--- src/sv/swarq_pkg.sv ---
package swarq_pkg;

    localparam int WIN_DEPTH   = 16;
    localparam int MAX_PAYLOAD = 1464;

    localparam int IDX_W     = (WIN_DEPTH > 1) ? $clog2(WIN_DEPTH) : 1;
    localparam int CNT_W     = $clog2(WIN_DEPTH + 1);
    localparam int WRAP_W    = IDX_W + 1;
    localparam int TOTAL_W   = 40;
    localparam int TIMEOUT_W = 16;
    localparam int SEQ_W     = 32;
    localparam int BYTES_W   = 11;
    localparam int KIND_W    = 2;
    localparam int CFG_IDX_W = 1;
    localparam int CFG_W     = 40;

    localparam logic [TIMEOUT_W-1:0] TIMEOUT_RESET = TIMEOUT_W'(80);

    localparam logic [CFG_IDX_W-1:0] REG_TOTAL_BYTES = CFG_IDX_W'(0);
    localparam logic [CFG_IDX_W-1:0] REG_TIMEOUT     = CFG_IDX_W'(1);

    localparam logic MODE_TICK = 1'b0;
    localparam logic MODE_ACK  = 1'b1;

    typedef enum logic [KIND_W-1:0] {
        KIND_NEW    = 2'd0,
        KIND_RESEND = 2'd1,
        KIND_FINISH = 2'd2,
        KIND_REJECT = 2'd3
    } kind_t;

    typedef struct packed {
        logic start;
        logic scan_step;
        logic fill_step;
        logic finish_step;
        logic ack_step;
        logic flush_step;
    } cmd_t;

    typedef struct packed {
        logic scan_more;
        logic fill_more;
        logic emit_ok;
        logic pend_valid;
        logic out_free;
    } status_t;

endpackage

--- src/sv/swarq_ctrl.sv ---
module swarq_ctrl
(
    input  logic                clk,
    input  logic                rst_n,
    input  logic                in_valid,
    input  logic                mode,
    output logic                in_stall,
    input  swarq_pkg::status_t  st,
    output swarq_pkg::cmd_t     cmd
);

    typedef enum logic [5:0] {
        ST_IDLE   = 6'b000001,
        ST_SCAN   = 6'b000010,
        ST_FILL   = 6'b000100,
        ST_FINISH = 6'b001000,
        ST_ACK    = 6'b010000,
        ST_FLUSH  = 6'b100000
    } state_t;

    state_t state_reg;
    state_t state_next;

    assign in_stall = (state_reg != ST_IDLE);

    always_comb
    begin
        state_next = state_reg;
        cmd        = '0;
        case (state_reg)
            ST_IDLE:
            begin
                if (in_valid)
                begin
                    cmd.start  = 1'b1;
                    state_next = (mode == swarq_pkg::MODE_ACK) ? ST_ACK : ST_SCAN;
                end
            end
            ST_SCAN:
            begin
                if (!st.scan_more)
                begin
                    state_next = ST_FILL;
                end
                else if (st.emit_ok)
                begin
                    cmd.scan_step = 1'b1;
                end
            end
            ST_FILL:
            begin
                if (!st.fill_more)
                begin
                    state_next = ST_FINISH;
                end
                else if (st.emit_ok)
                begin
                    cmd.fill_step = 1'b1;
                end
            end
            ST_FINISH:
            begin
                if (st.emit_ok)
                begin
                    cmd.finish_step = 1'b1;
                    state_next      = ST_FLUSH;
                end
            end
            ST_ACK:
            begin
                if (st.emit_ok)
                begin
                    cmd.ack_step = 1'b1;
                    state_next   = ST_FLUSH;
                end
            end
            ST_FLUSH:
            begin
                if (!st.pend_valid)
                begin
                    state_next = ST_IDLE;
                end
                else if (st.out_free)
                begin
                    cmd.flush_step = 1'b1;
                    state_next     = ST_IDLE;
                end
            end
            default:
            begin
                state_next = ST_IDLE;
            end
        endcase
    end

    always_ff @(posedge clk or negedge rst_n)
    begin
        if (!rst_n)
        begin
            state_reg <= ST_IDLE;
        end
        else
        begin
            state_reg <= state_next;
        end
    end

endmodule

--- src/sv/swarq_dp.sv ---
module swarq_dp
(
    input  logic                                  clk,
    input  logic                                  rst_n,
    input  logic                                  mode,
    input  logic [swarq_pkg::SEQ_W-1:0]           ack_seq,
    input  logic                                  cfg_we,
    input  logic [swarq_pkg::CFG_IDX_W-1:0]       cfg_index,
    input  logic [swarq_pkg::CFG_W-1:0]           cfg_data,
    input  swarq_pkg::cmd_t                       cmd,
    output swarq_pkg::status_t                    st,
    output logic                                  out_valid,
    input  logic                                  out_stall,
    output logic [swarq_pkg::KIND_W-1:0]          kind,
    output logic [swarq_pkg::SEQ_W-1:0]           seq_num,
    output logic [swarq_pkg::BYTES_W-1:0]         payload_bytes,
    output logic                                  last
);

    localparam int W       = swarq_pkg::WIN_DEPTH;
    localparam int IDX_W   = swarq_pkg::IDX_W;
    localparam int CNT_W   = swarq_pkg::CNT_W;
    localparam int WRAP_W  = swarq_pkg::WRAP_W;
    localparam int SEQ_W   = swarq_pkg::SEQ_W;
    localparam int TOT_W   = swarq_pkg::TOTAL_W;
    localparam int TMO_W   = swarq_pkg::TIMEOUT_W;
    localparam int BYTES_W = swarq_pkg::BYTES_W;

    logic [TMO_W-1:0]   timeout_reg, timeout_next;
    logic [TOT_W-1:0]   remaining_reg, remaining_next;
    logic [SEQ_W-1:0]   next_seq_reg, next_seq_next;
    logic [SEQ_W-1:0]   base_reg, base_next;
    logic [CNT_W-1:0]   outstanding_reg, outstanding_next;
    logic [IDX_W-1:0]   head_reg, head_next;
    logic [CNT_W-1:0]   idx_reg, idx_next;
    logic               all_loaded_reg, all_loaded_next;
    logic               done_reg, done_next;
    logic [SEQ_W-1:0]   now_reg, now_next;
    logic [SEQ_W-1:0]   ack_reg, ack_next;

    logic [SEQ_W-1:0]   stamp_reg [W];
    logic [BYTES_W-1:0] size_reg [W];

    logic                 pend_valid_reg, pend_valid_next;
    swarq_pkg::kind_t     pend_kind_reg, pend_kind_next;
    logic [SEQ_W-1:0]     pend_seq_reg, pend_seq_next;
    logic [BYTES_W-1:0]   pend_bytes_reg, pend_bytes_next;

    logic                 out_valid_reg, out_valid_next;
    swarq_pkg::kind_t     out_kind_reg, out_kind_next;
    logic [SEQ_W-1:0]     out_seq_reg, out_seq_next;
    logic [BYTES_W-1:0]   out_bytes_reg, out_bytes_next;
    logic                 out_last_reg, out_last_next;

    logic [CNT_W-1:0]     offset;
    logic [WRAP_W-1:0]    slot_sum;
    logic [WRAP_W-1:0]    slot_wrap;
    logic [IDX_W-1:0]     slot;
    logic [SEQ_W-1:0]     rd_stamp;
    logic [BYTES_W-1:0]   rd_size;
    logic [SEQ_W-1:0]     age;
    logic                 timed_out;
    logic                 rem_short;
    logic [BYTES_W-1:0]   chunk;
    logic [SEQ_W-1:0]     ack_dist;
    logic [CNT_W-1:0]     drop;
    logic [WRAP_W-1:0]    head_sum;
    logic [WRAP_W-1:0]    head_wrap;

    logic                 wr_en;
    logic [SEQ_W-1:0]     wr_stamp;
    logic [BYTES_W-1:0]   wr_size;
    logic                 wr_size_en;

    logic                 produce;
    swarq_pkg::kind_t     new_kind;
    logic [SEQ_W-1:0]     new_seq;
    logic [BYTES_W-1:0]   new_bytes;
    logic                 push;
    logic                 out_free;

    assign out_free = !out_valid_reg || !out_stall;

    assign st.scan_more  = (idx_reg < outstanding_reg);
    assign st.fill_more  = !all_loaded_reg && (outstanding_reg < CNT_W'(W));
    assign st.pend_valid = pend_valid_reg;
    assign st.out_free   = out_free;
    assign st.emit_ok    = !pend_valid_reg || out_free;

    assign offset    = cmd.fill_step ? outstanding_reg : idx_reg;
    assign slot_sum  = WRAP_W'(head_reg) + WRAP_W'(offset);
    assign slot_wrap = (slot_sum >= WRAP_W'(W)) ? (slot_sum - WRAP_W'(W)) : slot_sum;
    assign slot      = slot_wrap[IDX_W-1:0];
    assign rd_stamp  = stamp_reg[slot];
    assign rd_size   = size_reg[slot];
    assign age       = now_reg - rd_stamp;
    assign timed_out = (age > SEQ_W'(timeout_reg));

    assign rem_short = (remaining_reg < TOT_W'(swarq_pkg::MAX_PAYLOAD));
    assign chunk     = rem_short ? remaining_reg[BYTES_W-1:0]
                                 : BYTES_W'(swarq_pkg::MAX_PAYLOAD);

    assign ack_dist  = ack_reg - base_reg;
    assign drop      = CNT_W'(ack_dist) + CNT_W'(1);
    assign head_sum  = WRAP_W'(head_reg) + WRAP_W'(drop);
    assign head_wrap = (head_sum >= WRAP_W'(W)) ? (head_sum - WRAP_W'(W)) : head_sum;

    always_comb
    begin
        timeout_next     = timeout_reg;
        remaining_next   = remaining_reg;
        next_seq_next    = next_seq_reg;
        base_next        = base_reg;
        outstanding_next = outstanding_reg;
        head_next        = head_reg;
        idx_next         = idx_reg;
        all_loaded_next  = all_loaded_reg;
        done_next        = done_reg;
        now_next         = now_reg;
        ack_next         = ack_reg;
        wr_en            = 1'b0;
        wr_size_en       = 1'b0;
        wr_stamp         = now_reg;
        wr_size          = chunk;
        produce          = 1'b0;
        new_kind         = swarq_pkg::KIND_NEW;
        new_seq          = next_seq_reg;
        new_bytes        = '0;

        if (cfg_we)
        begin
            case (cfg_index)
                swarq_pkg::REG_TOTAL_BYTES:
                begin
                    remaining_next = cfg_data[TOT_W-1:0];
                end
                swarq_pkg::REG_TIMEOUT:
                begin
                    timeout_next = cfg_data[TMO_W-1:0];
                end
                default:
                begin
                end
            endcase
        end

        if (cmd.start)
        begin
            ack_next = ack_seq;
            idx_next = '0;
            if (mode == swarq_pkg::MODE_TICK)
            begin
                now_next = now_reg + SEQ_W'(1);
            end
        end

        if (cmd.scan_step)
        begin
            idx_next = idx_reg + CNT_W'(1);
            if (timed_out)
            begin
                wr_en     = 1'b1;
                produce   = 1'b1;
                new_kind  = swarq_pkg::KIND_RESEND;
                new_seq   = base_reg + SEQ_W'(idx_reg);
                new_bytes = rd_size;
            end
        end

        if (cmd.fill_step)
        begin
            wr_en            = 1'b1;
            wr_size_en       = 1'b1;
            produce          = 1'b1;
            new_kind         = swarq_pkg::KIND_NEW;
            new_seq          = next_seq_reg;
            new_bytes        = chunk;
            outstanding_next = outstanding_reg + CNT_W'(1);
            remaining_next   = remaining_reg - TOT_W'(chunk);
            next_seq_next    = next_seq_reg + SEQ_W'(1);
            if (rem_short)
            begin
                all_loaded_next = 1'b1;
            end
        end

        if (cmd.finish_step)
        begin
            if (all_loaded_reg && (outstanding_reg == '0) && !done_reg)
            begin
                produce   = 1'b1;
                new_kind  = swarq_pkg::KIND_FINISH;
                new_seq   = next_seq_reg;
                done_next = 1'b1;
            end
        end

        if (cmd.ack_step)
        begin
            if ((outstanding_reg != '0) && !ack_dist[SEQ_W-1])
            begin
                if (ack_dist >= SEQ_W'(outstanding_reg))
                begin
                    produce  = 1'b1;
                    new_kind = swarq_pkg::KIND_REJECT;
                    new_seq  = ack_reg;
                end
                else
                begin
                    base_next        = base_reg + SEQ_W'(drop);
                    outstanding_next = outstanding_reg - drop;
                    head_next        = head_wrap[IDX_W-1:0];
                end
            end
        end
    end

    always_comb
    begin
        push            = (produce && pend_valid_reg) || cmd.flush_step;
        pend_valid_next = pend_valid_reg;
        pend_kind_next  = pend_kind_reg;
        pend_seq_next   = pend_seq_reg;
        pend_bytes_next = pend_bytes_reg;
        out_valid_next  = out_valid_reg;
        out_kind_next   = out_kind_reg;
        out_seq_next    = out_seq_reg;
        out_bytes_next  = out_bytes_reg;
        out_last_next   = out_last_reg;

        if (out_valid_reg && !out_stall)
        begin
            out_valid_next = 1'b0;
        end
        if (push)
        begin
            out_valid_next = 1'b1;
            out_kind_next  = pend_kind_reg;
            out_seq_next   = pend_seq_reg;
            out_bytes_next = pend_bytes_reg;
            out_last_next  = cmd.flush_step;
        end
        if (cmd.flush_step)
        begin
            pend_valid_next = 1'b0;
        end
        if (produce)
        begin
            pend_valid_next = 1'b1;
            pend_kind_next  = new_kind;
            pend_seq_next   = new_seq;
            pend_bytes_next = new_bytes;
        end
    end

    always_ff @(posedge clk or negedge rst_n)
    begin
        if (!rst_n)
        begin
            timeout_reg     <= swarq_pkg::TIMEOUT_RESET;
            remaining_reg   <= '0;
            next_seq_reg    <= '0;
            base_reg        <= '0;
            outstanding_reg <= '0;
            head_reg        <= '0;
            idx_reg         <= '0;
            all_loaded_reg  <= 1'b0;
            done_reg        <= 1'b0;
            now_reg         <= '0;
            pend_valid_reg  <= 1'b0;
            out_valid_reg   <= 1'b0;
        end
        else
        begin
            timeout_reg     <= timeout_next;
            remaining_reg   <= remaining_next;
            next_seq_reg    <= next_seq_next;
            base_reg        <= base_next;
            outstanding_reg <= outstanding_next;
            head_reg        <= head_next;
            idx_reg         <= idx_next;
            all_loaded_reg  <= all_loaded_next;
            done_reg        <= done_next;
            now_reg         <= now_next;
            pend_valid_reg  <= pend_valid_next;
            out_valid_reg   <= out_valid_next;
        end
    end

    always_ff @(posedge clk)
    begin
        ack_reg        <= ack_next;
        pend_kind_reg  <= pend_kind_next;
        pend_seq_reg   <= pend_seq_next;
        pend_bytes_reg <= pend_bytes_next;
        out_kind_reg   <= out_kind_next;
        out_seq_reg    <= out_seq_next;
        out_bytes_reg  <= out_bytes_next;
        out_last_reg   <= out_last_next;
        if (wr_en)
        begin
            stamp_reg[slot] <= wr_stamp;
            if (wr_size_en)
            begin
                size_reg[slot] <= wr_size;
            end
        end
    end

    assign out_valid     = out_valid_reg;
    assign kind          = out_kind_reg;
    assign seq_num       = out_seq_reg;
    assign payload_bytes = out_bytes_reg;
    assign last          = out_last_reg;

endmodule

--- src/sv/sliding_window_arq_sender_top.sv ---
// Sender side of a sliding-window ARQ with cumulative acknowledgements.
// Requests enter on the input channel (in_valid, in_stall, mode, ack_seq):
// a mode of zero is a time tick, a mode of one an acknowledgement.
// Each request yields zero or more results on the output channel (out_valid,
// out_stall, kind, seq_num, payload_bytes, last); last marks the final
// result of a request.
// Configuration is written through cfg_we, cfg_index and cfg_data; the user
// must write it only while the block is idle, which the block itself does
// not enforce. Writing total_bytes reloads the remaining byte count.
// A tick checks one outstanding entry per cycle, then loads one new chunk
// per cycle, each only while the output path can take a result, and then
// makes the finish check and sends the last result, if there is one. An
// acknowledgement is checked and applied or rejected, then any result sent.
// Each result waits in a pending register until the next result of the same
// request is produced or the request ends, and is offered in the next cycle.
// When the receiver holds out_stall, results wait in the output register and
// one pending register, and the scan and fill pause until one of them frees.
// Reset clears all counters and the remaining byte count, empties the window
// and sets timeout_ticks to 80.
module sliding_window_arq_sender_top
(
    input  logic                                 clk,
    input  logic                                 rst_n,
    input  logic                                 in_valid,
    output logic                                 in_stall,
    input  logic                                 mode,
    input  logic [swarq_pkg::SEQ_W-1:0]          ack_seq,
    output logic                                 out_valid,
    input  logic                                 out_stall,
    output logic [swarq_pkg::KIND_W-1:0]         kind,
    output logic [swarq_pkg::SEQ_W-1:0]          seq_num,
    output logic [swarq_pkg::BYTES_W-1:0]        payload_bytes,
    output logic                                 last,
    input  logic                                 cfg_we,
    input  logic [swarq_pkg::CFG_IDX_W-1:0]      cfg_index,
    input  logic [swarq_pkg::CFG_W-1:0]          cfg_data
);

    swarq_pkg::cmd_t    cmd;
    swarq_pkg::status_t st;

    swarq_ctrl u_ctrl
    (
        .clk      (clk),
        .rst_n    (rst_n),
        .in_valid (in_valid),
        .mode     (mode),
        .in_stall (in_stall),
        .st       (st),
        .cmd      (cmd)
    );

    swarq_dp u_dp
    (
        .clk           (clk),
        .rst_n         (rst_n),
        .mode          (mode),
        .ack_seq       (ack_seq),
        .cfg_we        (cfg_we),
        .cfg_index     (cfg_index),
        .cfg_data      (cfg_data),
        .cmd           (cmd),
        .st            (st),
        .out_valid     (out_valid),
        .out_stall     (out_stall),
        .kind          (kind),
        .seq_num       (seq_num),
        .payload_bytes (payload_bytes),
        .last          (last)
    );

endmodule

--- config.mk ---
export PLATFORM = sky130hd
export DESIGN_NAME = sliding_window_arq_sender_top
export DESIGN_NICKNAME = d
export VERILOG_FILES = /design/src/sv/swarq_pkg.sv /design/src/sv/swarq_ctrl.sv /design/src/sv/swarq_dp.sv /design/src/sv/sliding_window_arq_sender_top.sv
export SDC_FILE = /design/constraint.sdc
export NUM_CORES = 1
export LEC_CHECK = 0
export BUFFER_PORTS_ARGS = -buffer_cell sky130_fd_sc_hd__buf_2
export CORE_UTILIZATION = 50
export CTS_BUF_LIST = sky130_fd_sc_hd__clkbuf_16
export DETAILED_ROUTE_END_ITERATION = 6
export GPL_TIMING_DRIVEN = 0
export PLACE_DENSITY = 0.69
export SYNTH_ARGS = -nofsm -noshare
export SYNTH_HDL_FRONTEND = slang
export SYNTH_SLANG_ARGS = --single-unit
--- constraint.sdc ---
create_clock -name clk -period 12.3 [get_ports clk]
set_clock_uncertainty 0.1 [all_clocks]
set_input_delay 1.845 -clock clk [delete_from_list [all_inputs] [get_ports clk]]
set_output_delay 1.845 -clock clk [all_outputs]
set_load 0.005 [all_outputs]
**Word level (Yosys, flattened, before mapping)**

Memories as Yosys holds them, arrays and structs flattened.
Index checks and enable logic that the tools add are counted.

- Memory bits (writable): 688
- Word-level logic and storage cells: 159
- Register bits: 299
- Memories: 2
- Input bits: 79

- Magnitude comparators: 7
- Multiplexer cells: 70
- Add/subtract/negate cells: 15
- Bitwise operators: 2
- Eq/ne operators: 13
- Reduce and logical (&&, ||, !) cells: 29

Memory list:

| memory | words | bits a word | rd ports | clocked after memory_dff | write ports | RTL line | RTL |
|---|---|---|---|---|---|---|---|
| u_dp.stamp_reg | 16 | 32 | 1 | 0 | 1 | swarq_dp.sv:41 | `logic [SEQ_W-1:0] stamp_reg [W];` |
| u_dp.size_reg | 16 | 11 | 1 | 0 | 1 | swarq_dp.sv:42 | `logic [BYTES_W-1:0] size_reg [W];` |

Operators with widths:

| cell | count |
|---|---|
| $mux 32 | 8 |
| $mux 40 | 3 |
| $add 32x1->32 const B | 2 |
| $add 32x5->32 | 2 |
| $sub 32x32->32 | 2 |
| $mux 11 | 4 |
| $lt 40x11->1 const B | 1 |
| $mux 5 | 8 |
| $sub 40x11->40 | 1 |
| $mux 6 | 6 |
| $ge 32x5->1 | 1 |
| $gt 32x16->1 | 1 |
| $mux 1 | 31 |
| $pmux 6 s5 | 1 |
| $add 5x1->5 const B | 3 |
| $mux 2 | 7 |
| $add 4x5->5 | 2 |
| $ge 5x5->1 const B | 2 |
| $reduce_and 2->1 | 5 |
| $mux 4 | 2 |
| $reduce_bool 2->1 | 4 |
| $sub 4x1->4 const B | 2 |
| $eq 6x1->1 const B | 1 |
| $eq 6x2->1 const B | 1 |
| 20 further kinds | 36 |

**Longest topological paths before layout**

Gate-level depths: netlist of the first run.
An unclocked memory read counts as a cell.

- Depth in word-level cells: 24
- Mapped depth: 38

**Modules after synthesis**

From an unflattened synthesis of the first run, not the netlist that was laid out.

- Cell total of the unflattened synthesis: 3032
- Area, all modules: 45172.1 um^2

Modules (own cells, without submodules):

| module | cells an instance | instances | area each (um^2) | sequential area each (um^2) |
|---|---|---|---|---|
| swarq_dp | 2987 | 1 | 44751.7 | 28609.9 |
| swarq_ctrl | 45 | 1 | 420.4 | 151.4 |

**Worst setup path before layout of the first run**

No wires, ideal clock.

- Path type: input -> register
- Start: input port out_stall
- End: memory u_dp.stamp_reg[6][0] (enable)
- Data required time: 11.605 ns
- Slack: -1.663 ns
- Arrival: 13.268 ns
- Setup time: 0.595 ns
- Buffers on the path: 6
- Cell stages on the path: 32
- Path through: nand3_1 nand4_1 clkbuf_1 clkbuf_1 o21ai_0 ha_1 clkbuf_1 buf_1 buf_1 mux4_2 a211oi_1 a31oi_1 ha_1 fa_1 nand2b_1 a21oi_1 o21ai_0 a21oi_1 nor2b_1 xnor2_1 ha_1 nand4_1 nor2_1 nand2_1 a221oi_1 o31ai_1 o2111ai_1 a2111oi_1 nand4_1 o21ai_2 buf_4 a2111oi_0

- Cells in the longest elaborated chain, start to end: 18
- Elaborated cells between the ends (all ways): 21

Ends and longest elaborated chain:

| item | RTL line | RTL |
|---|---|---|
| start: declaration | sliding_window_arq_sender_top.sv:29 | `input logic out_stall,` |
| $logic_not 1->1 (*) | swarq_dp.sv:82 | `assign out_free = !out_valid_reg \|\| !out_stall;` |
| $logic_or 1x1->1 (*) | swarq_dp.sv:82 |  |
| $logic_or 1x1->1 (*) | swarq_dp.sv:88 | `assign st.emit_ok = !pend_valid_reg \|\| out_free;` |
| $mux 1 (*) | swarq_ctrl.sv:45, swarq_ctrl.sv:56 |  |
| $mux 1 | swarq_ctrl.sv:52 | `if (!st.fill_more)` |
| $mux 1 | swarq_ctrl.sv:30 | `case (state_reg)` |
| $mux 5 | swarq_dp.sv:90 | `assign offset = cmd.fill_step ? outstanding_reg : idx_reg;` |
| $add 4x5->5 | swarq_dp.sv:91 | `assign slot_sum = WRAP_W'(head_reg) + WRAP_W'(offset);` |
| (+2 left out) | n/a |  |
| $mem_v2 16x32 | n/a |  |
| $sub 32x32->32 | swarq_dp.sv:96 | `assign age = now_reg - rd_stamp;` |
| $gt 32x16->1 | swarq_dp.sv:97 | `assign timed_out = (age > SEQ_W'(timeout_reg));` |
| $mux 1 | swarq_dp.sv:160 | `if (timed_out)` |
| $mux 1 | swarq_dp.sv:157 | `if (cmd.scan_step)` |
| $mux 1 | swarq_dp.sv:170 | `if (cmd.fill_step)` |
| $mux 1 | swarq_dp.sv:300 | `if (wr_en)` |
| $mux 1 (implied by the code) | swarq_dp.sv:302 | `stamp_reg[slot] <= wr_stamp;` |
| end: declaration | swarq_dp.sv:41 |  |

Mark *: on every way between the ends. The rest lies on a longest branch, timed or not.

**Worst setup path after layout of the first run**

- Start: input port out_stall
- End: register u_dp.pend_seq_reg[21] (enable)

- Cells in the longest elaborated chain, start to end: 21
- Elaborated cells between the ends (all ways): 26

Ends and longest elaborated chain:

| item | RTL line | RTL |
|---|---|---|
| $logic_not 1->1 (*) | swarq_dp.sv:82 |  |
| $logic_or 1x1->1 (*) | swarq_dp.sv:82 |  |
| $logic_or 1x1->1 (*) | swarq_dp.sv:88 |  |
| $mux 1 (*) | n/a |  |
| $mux 1 | swarq_ctrl.sv:52 |  |
| $mux 1 | swarq_ctrl.sv:30 |  |
| $mux 5 | swarq_dp.sv:90 |  |
| $add 4x5->5 | swarq_dp.sv:91 |  |
| (+5 left out) | n/a |  |
| $mux 1 | swarq_dp.sv:160 |  |
| $mux 1 | swarq_dp.sv:157 |  |
| $mux 1 | swarq_dp.sv:170 |  |
| $mux 1 | swarq_dp.sv:189 | `if (all_loaded_reg && (outstanding_reg == '0) && !done_reg)` |
| $mux 1 | swarq_dp.sv:187 | `if (cmd.finish_step)` |
| $mux 1 | swarq_dp.sv:202 | `if (ack_dist >= SEQ_W'(outstanding_reg))` |
| $mux 1 | swarq_dp.sv:200 | `if ((outstanding_reg != '0) && !ack_dist[SEQ_W-1])` |
| $mux 1 (*) | swarq_dp.sv:198 | `if (cmd.ack_step)` |
| end signal: assignment | swarq_dp.sv:294 | `pend_seq_reg <= pend_seq_next;` |
| end: declaration | swarq_dp.sv:46 | `logic [SEQ_W-1:0] pend_seq_reg, pend_seq_next;` |

Marks and branches as above.
A chain may end at the register's enable or synchronous reset.

==> metrics.txt, run 1 <==
wire length of the first global-routing pass 176.9 mm; fin crit period 11,760 ps; Worst-Skew Late Latency 680 ps; number of hold-repair buffers added at the cts stage 0; share of layout cells above drive strength 1 0.1719; Synth Area per Inst 13.83 sq um; aggregate global routing overflow 0; detail-routed net length per standard cell 24.29 microns; Hold Crit Start u_dp.pend_seq_reg[6]; horizontal die dimension 303.8 microns; transition at the pin with the smallest max-transition slack 1451 ps; cell count of the worst hold path 0; FP Rows 110; final hold violation count 0; destination of the worst register-to-register timing path u_dp.pend_seq_reg[21]; Bufs and invs on worst path 9; Max Buffers Root-to-Sink 3; overall via count from detail_route 29,440; count of fill cells added during filler insertion 7,014; count of unresolved DRC violations after routing 0; relative area change from synthesis to final layout 14.30%; post-synthesis sequential area ratio 0.6315; async set or reset register ratio after synthesis 0.1783; largest net degree at the start of global routing 94; worst-case headroom to the max-slew limit 0.02903; Syn. warnings 0; Cell Area, Placed 48,590 sq um; launch point of the worst reg-to-reg path u_ctrl.state_reg[2]; I/O Buffers 126; flip-flop cell with the highest count after synthesis edfxtp_1; Core Area 90,150 sq um; kind of cell adding the most delay to the critical path buffers and inverters; count of TritonRoute iterations in the first routing pass 6; sequential cell fraction of total power 0.431; share of power burned in the clock network 0.330; floorplan die area 92,300 sq um; result of the run finished clean; floorplan die height 303.8 microns; share of the clock period used by the worst path after layout 0.9560; deepest level of the CTS H-tree 3; DR vias/cell 6.085; Yosys cell types 91; post-layout net count 3,775; Setup violations, final 0; effective utilization at floorplan 0.5052; total standard cell area after synthesis 45,540 sq um; kind of start point of the critical path primary input; library cell used as clock root buffer clkbuf_16; combinational cell fraction of total power 0.239; cell internal power dissipation 6.515 mW; cell with the biggest individual delay on the critical path fa_2; number of top-level pins 127; number of max-cap violations 0; flip-flop count of the largest register, all copies and words added 512; Post-Synthesis Net Count 3,492; commonest cells after routing, fill and taps aside edfxtp_1, nand2_1, dfrtp_1; core occupancy in the finished layout 0.5774; clock edge transition at the registers on the reported setup and hold paths 60 ps; critical path type primary input to flip-flop; total number of clock tree sinks 987; clock tree from TritonCTS done; Crit path arrival time 12,070 ps; half-perimeter wire length of the detailed placement result 84.07 mm; Switching Power 2.817 mW; DRC marker count from the first detailed-route iteration 3,156; maximum net fanout on the critical path 32; Critical Path Sink Type flip-flop; Worst Hold Class flip-flop to flip-flop; CP required 12,610 ps; Hold Crit Endpoint u_dp.seq_num[6]; number of antenna violations at the first check in global routing 4; final weighted congestion of routability-driven global placement 0.9667; maximum achievable frequency 0.08505 GHz; post-route cell area 52,050 sq um; Overall Global Routing Usage 0.2536; switching part of the total 0.3018; standby leakage power 19.16 nW; Num CTS Buffers 100; Synth Instances 3,292; Post-Route Setup TNS 0 ps; aggregate routed wire length 117.5 mm; total count of max-transition violations in the final report 0; RSZ-0062 raised after global routing false; #FFs+latches synth 987; most common cell after layout, fill and taps aside edfxtp_1; number of enable-type register cells in the synthesized netlist 811; largest stage delay on the critical path 750 ps; via count of the first global-routing pass 28,347; Register-to-Register Setup Slack 1180 ps; cell depth of the worst flop-to-flop path 36; VDD IR max 0.1573 mV; Antenna Violating Nets Remaining 0; power per unit of standard cell area 179.3 nW/um^2
-- final cells by class --
class | instances | area (sq um) | share of cell area
inverters | 100 | 375.4 | 0.007211
diodes | 2 | 5.005 | 0.00009614
plain buffers | 149 | 649.4 | 0.01247
well taps | 1176 | 1471 | 0.02827
clock buffers | 103 | 2577 | 0.04951
clock inverters | 84 | 763.2 | 0.01466
repair buffers | 183 | 1394 | 0.02678
multi-input cells | 2054 | 16060 | 0.3085
flip-flops and latches | 987 | 28760 | 0.5525
-- worst max-delay path by stage --
stage / start / endpoint / slack (ps) / depth (start not counted)
6_report: out_stall / u_dp.pend_seq_reg[21] / 540 / 36
5_1_grt: out_stall / u_dp.pend_seq_reg[24] / 7 / 36
4_1_cts: out_stall / u_dp.pend_seq_reg[27] / 70 / 36
3_5_place_dp: out_stall / u_dp.pend_seq_reg[15] / -2430 / 38
3_3_place_gp: out_stall / u_dp.stamp_reg[2][19] / -12080 / 35
2_1_floorplan: out_stall / u_dp.stamp_reg[10][0] / -1510 / 31
-- repair_timing --
action,in CTS,in global routing
buffers inserted,1,0
hold endpoints to repair,0,0
gates resized for setup,23,20
cloned,0,0
setup endpoints to repair,649,528
pin swaps,1,1
-- metrics by stage --
stage / power, mW / setup WS (ps) / std cells / hold slack, ps
after CTS: 9.353 / 66.83 / 4835 / 318.6
after global routing: 9.697 / 6.621 / 4838 / 321.5
after floorplan: 5.534 / -1513 / 3292 / 300.3
final: 9.332 / 541.8 / 4838 / 316.6
after global placement: 6.228 / -12080 / 4594 / 301.2
after detailed placement: 6.288 / -2434 / 4649 / 304.5
-- cells by family after synthesis --
family,synth area share
adders and majority gates,0.03440
and+or+nand+nor,0.1039
DFF,0.6315
xor gates and xnor gates,0.03365
other,0.00008234
muxes,0.09745
buffers and inverters,0.02137
AOI/OAI and AO/OA,0.07767
-- cell usage after synthesis (all sizes together), types with 37 or more instances --
master	number	share of area
edfxtp	811	0.53
nand2	376	0.031
dfrtp	173	0.095
mux4	172	0.085
nor2	161	0.013
o21ai	154	0.017
xnor2	132	0.025
a21oi	128	0.014
nand3	117	0.013
ha	114	0.031
clkbuf	106	0.0087
inv	100	0.0082
nand4	64	0.0088
nor3	60	0.0067
buf	45	0.0044
xor2	43	0.0083
nand2b	39	0.0054
o211ai	39	0.0064
a21o	37	0.0061
-- layer usage --
metal | global-route usage | vias up | wire length (microns)
met5 | 0 | - | 13
met1 | 0.3653 | 14822 | 50620
met2 | 0.3993 | 1254 | 55150
met3 | 0.04582 | 189 | 8741
met4 | 0.06788 | 2 | 2982
li1 | - | 13173 | -
-- power by group through the flow --
| stage | Sequential, mW | Combinational, mW | Clock [mW] |
|---|---|---|---|
| finish | 4.03 | 2.23 | 3.08 |
| global route | 4.04 | 2.42 | 3.23 |
| CTS | 4.02 | 2.22 | 3.11 |
| detailed placement | 4.09 | 2.20 | 0 |
| global placement | 4.11 | 2.12 | 0 |
| floorplan | 4.04 | 1.50 | 0 |
Power figures use the tool's default switching activity.
==> inputs of run 2 (changes only) <==
--- a/config.mk
+++ b/config.mk
@@ -12,3 +12,3 @@
 export GPL_TIMING_DRIVEN = 0
-export PLACE_DENSITY = 0.69
+export PLACE_DENSITY = 0.66
 export SYNTH_ARGS = -nofsm -noshare
==> constraint.sdc (replaced) <==
create_clock -name clk -period 11.8 [get_ports clk]
set_clock_uncertainty 0.1 [all_clocks]
set_input_delay 1.77 -clock clk [delete_from_list [all_inputs] [get_ports clk]]
set_output_delay 1.77 -clock clk [all_outputs]
set_load 0.02 [all_outputs]
==> run 2 against run 1 <==
Die area did not move. Global-route usage rose by 0.45 points. Power rose by 5.5%. First-iteration DRC count fell by 4.7%. Cell count barely moved. Register-to-register slack got worse by 50 ps. Sequential power rose by 4%. Largest power group unchanged.
==> metrics.txt, run 2 (synthesis gave the netlist of run 1 again) <==
share of power burned in the clock network 0.328 (-0.002); via count of the first global-routing pass 28,832 (+1.7%); transition at the pin with the smallest max-transition slack 1440 ps (-11.38 ps); most repeated library cell on the critical path nand4_1; number of hold-repair buffers added at the cts stage 0 (unchanged); FP Rows 110 (unchanged); detail-routed net length per standard cell 24.56 microns (+1.1%); Setup violations, final 0 (unchanged); floorplan die height 303.8 microns (unchanged); Overall Global Routing Usage 0.2581 (+0.004480); DR vias/cell 6.047 (-0.63%); Critical Path Sink Type flip-flop; total count of max-transition violations in the final report 0 (unchanged); flip-flop count of the largest register, all copies and words added 512 (unchanged); aggregate global routing overflow 0 (unchanged); count of TritonRoute iterations in the first routing pass 6 (unchanged); number of antenna violations at the first check in global routing 6 (+2); count of fill cells added during filler insertion 7,126 (+1.6%); post-layout net count 3,773 (-0.053%); Worst-Skew Late Latency 690 ps (about the same); largest stage delay on the critical path 790 ps (+40 ps); standby leakage power 19.17 nW (about the same); half-perimeter wire length of the detailed placement result 85.00 mm (+1.1%); largest net degree at the start of global routing 73 (-22%); cell with the biggest individual delay on the critical path fa_2; Hold Crit Start u_dp.pend_seq_reg[21]; critical path type primary input to flip-flop; switching part of the total 0.3086 (+0.006784); result of the run finished clean; final hold violation count 0 (unchanged); Switching Power 3.038 mW (+7.9%); CP required 12,100 ps (-510 ps); library cell used as clock root buffer clkbuf_16; Core Area 90,150 sq um (unchanged); deepest level of the CTS H-tree 3 (unchanged); launch point of the worst reg-to-reg path u_dp.all_loaded_reg; power per unit of standard cell area 189.2 nW/um^2 (+5.6%); fin crit period 11,230 ps; number of top-level pins 127 (unchanged); aggregate routed wire length 118.7 mm (+1.0%); post-route cell area 52,020 sq um (about the same); maximum achievable frequency 0.08903 GHz; commonest cells after routing, fill and taps aside edfxtp_1, nand2_1, dfrtp_1; share of layout cells above drive strength 1 0.1682 (-0.003641); Post-Route Setup TNS 0 ps (unchanged); Cell Area, Placed 48,560 sq um (about the same); sequential cell fraction of total power 0.427 (-0.004); Register-to-Register Setup Slack 1130 ps (-50 ps); cell count of the worst hold path 0 (unchanged); combinational cell fraction of total power 0.245 (+0.006); cell depth of the worst flop-to-flop path 35 (-2.8%); maximum net fanout on the critical path 31 (-3.1%); total area of multi-input combinational cells 16,070 sq um (about the same); relative area change from synthesis to final layout 14.22% (about the same); effective utilization at floorplan 0.5052 (unchanged); destination of the worst register-to-register timing path u_dp.pend_seq_reg[20]; overall via count from detail_route 29,230 (-0.71%); floorplan die area 92,300 sq um (unchanged); RSZ-0062 raised after global routing false; worst-case headroom to the max-slew limit 0.03664 (+0.007611); Hold Crit Endpoint u_dp.seq_num[21]; count of unresolved DRC violations after routing 0 (unchanged); total number of clock tree sinks 987 (unchanged); cell internal power dissipation 6.805 mW (+4.5%); horizontal die dimension 303.8 microns (unchanged); Crit path arrival time 11,540 ps (-530 ps); clock edge transition at the registers on the reported setup and hold paths 60 ps (about the same); Min Hold Slack 315.9 ps (-0.7210 ps); Worst Hold Class flip-flop to flip-flop; kind of start point of the critical path primary input; VDD IR max 0.1252 mV (-20%); share of the clock period used by the worst path after layout 0.9519; Num CTS Buffers 101 (+1.0%); Max Buffers Root-to-Sink 3 (unchanged); Overall Power 9.843 mW (+5.5%); startpoint of the worst setup timing path out_stall; Antenna Violating Nets Remaining 0 (unchanged); number of max-cap violations 0 (unchanged); DRC marker count from the first detailed-route iteration 3,007 (-4.7%); clock tree from TritonCTS done; area taken by flip-flops and latches 28,760 sq um (unchanged); final weighted congestion of routability-driven global placement 0.9324 (-3.5%); most common cell after layout, fill and taps aside edfxtp_1; wire length of the first global-routing pass 179.4 mm (+1.4%); I/O Buffers 126 (unchanged)
## run 2: critical path, delay by kind of cell
| kind | cells | cell delay [ps] |
|---|---|---|
| AO/OA/AOI/OAI | 10 | 2330 |
| AND/OR/NAND/NOR | 11 | 2110 |
| buffers and inverters | 9 | 2610 |
| adder cells (fa/ha/maj) | 5 | 1900 |
| XOR/XNOR | 1 | 370 |
| multiplexers | 1 | 340 |
## run 2: final cells by class
type	count	share of cell area
Clock inverter	82	0.01414
Multi-Input combinational cell	2054	0.3089
Tap cell	1176	0.02829
Timing Repair Buffer	180	0.02598
Sequential cell	987	0.5529
Inverter	100	0.007216
Antenna cell	2	0.00009621
Buffer	149	0.01244
Clock buffer	104	0.05003
## run 2: power groups by stage
stage	Clock [mW]	Sequential [mW]	Combinational (mW)
finish	3.23	4.20	2.41
global route	3.38	4.22	2.62
CTS	3.26	4.20	2.40
detailed placement	0	4.27	2.38
global placement	0	4.29	2.31
floorplan	0	4.26	1.56
## run 2: worst max-delay path by stage
stage	cells past startpoint	endpoint	slack (ps)
6_report	37	u_dp.pend_seq_reg[20]	570
5_1_grt	37	u_dp.pend_seq_reg[20]	10
4_1_cts	37	u_dp.seq_num[17]	40
3_5_place_dp	38	u_dp.pend_seq_reg[31]	-2740
3_3_place_gp	35	u_dp.stamp_reg[2][16]	-8150
2_1_floorplan	31	u_dp.stamp_reg[2][0]	-430
## run 2: stage by stage
step	instances	setup slack, ps	util
floorplan	3292	-432.0	-
CTS	4831	41.61	0.5766
detailed placement	4645	-2744	0.5386
global route	4834	10.32	0.5770
finish	4834	567.3	0.5770
global placement	4594	-8145	0.5286
## run 2: layer usage
metal	up-vias	share of wire	track usage
met5	-	0.00023	0
met4	4	0.026	0.07827
met3	191	0.065	0.03865
met2	1080	0.48	0.4154
met1	14771	0.43	0.3653
li1	13184	-	-
## run 2: timing repair
| action | CTS | global route |
|---|---|---|
| pin swaps | 1 | 1 |
| cloned | 0 | 0 |
| hold endpoints to repair | 0 | 0 |
| endpoints found under the setup margin | 649 | 511 |
| setup buffers | 2 | 1 |
| gates resized for setup | 33 | 19 |
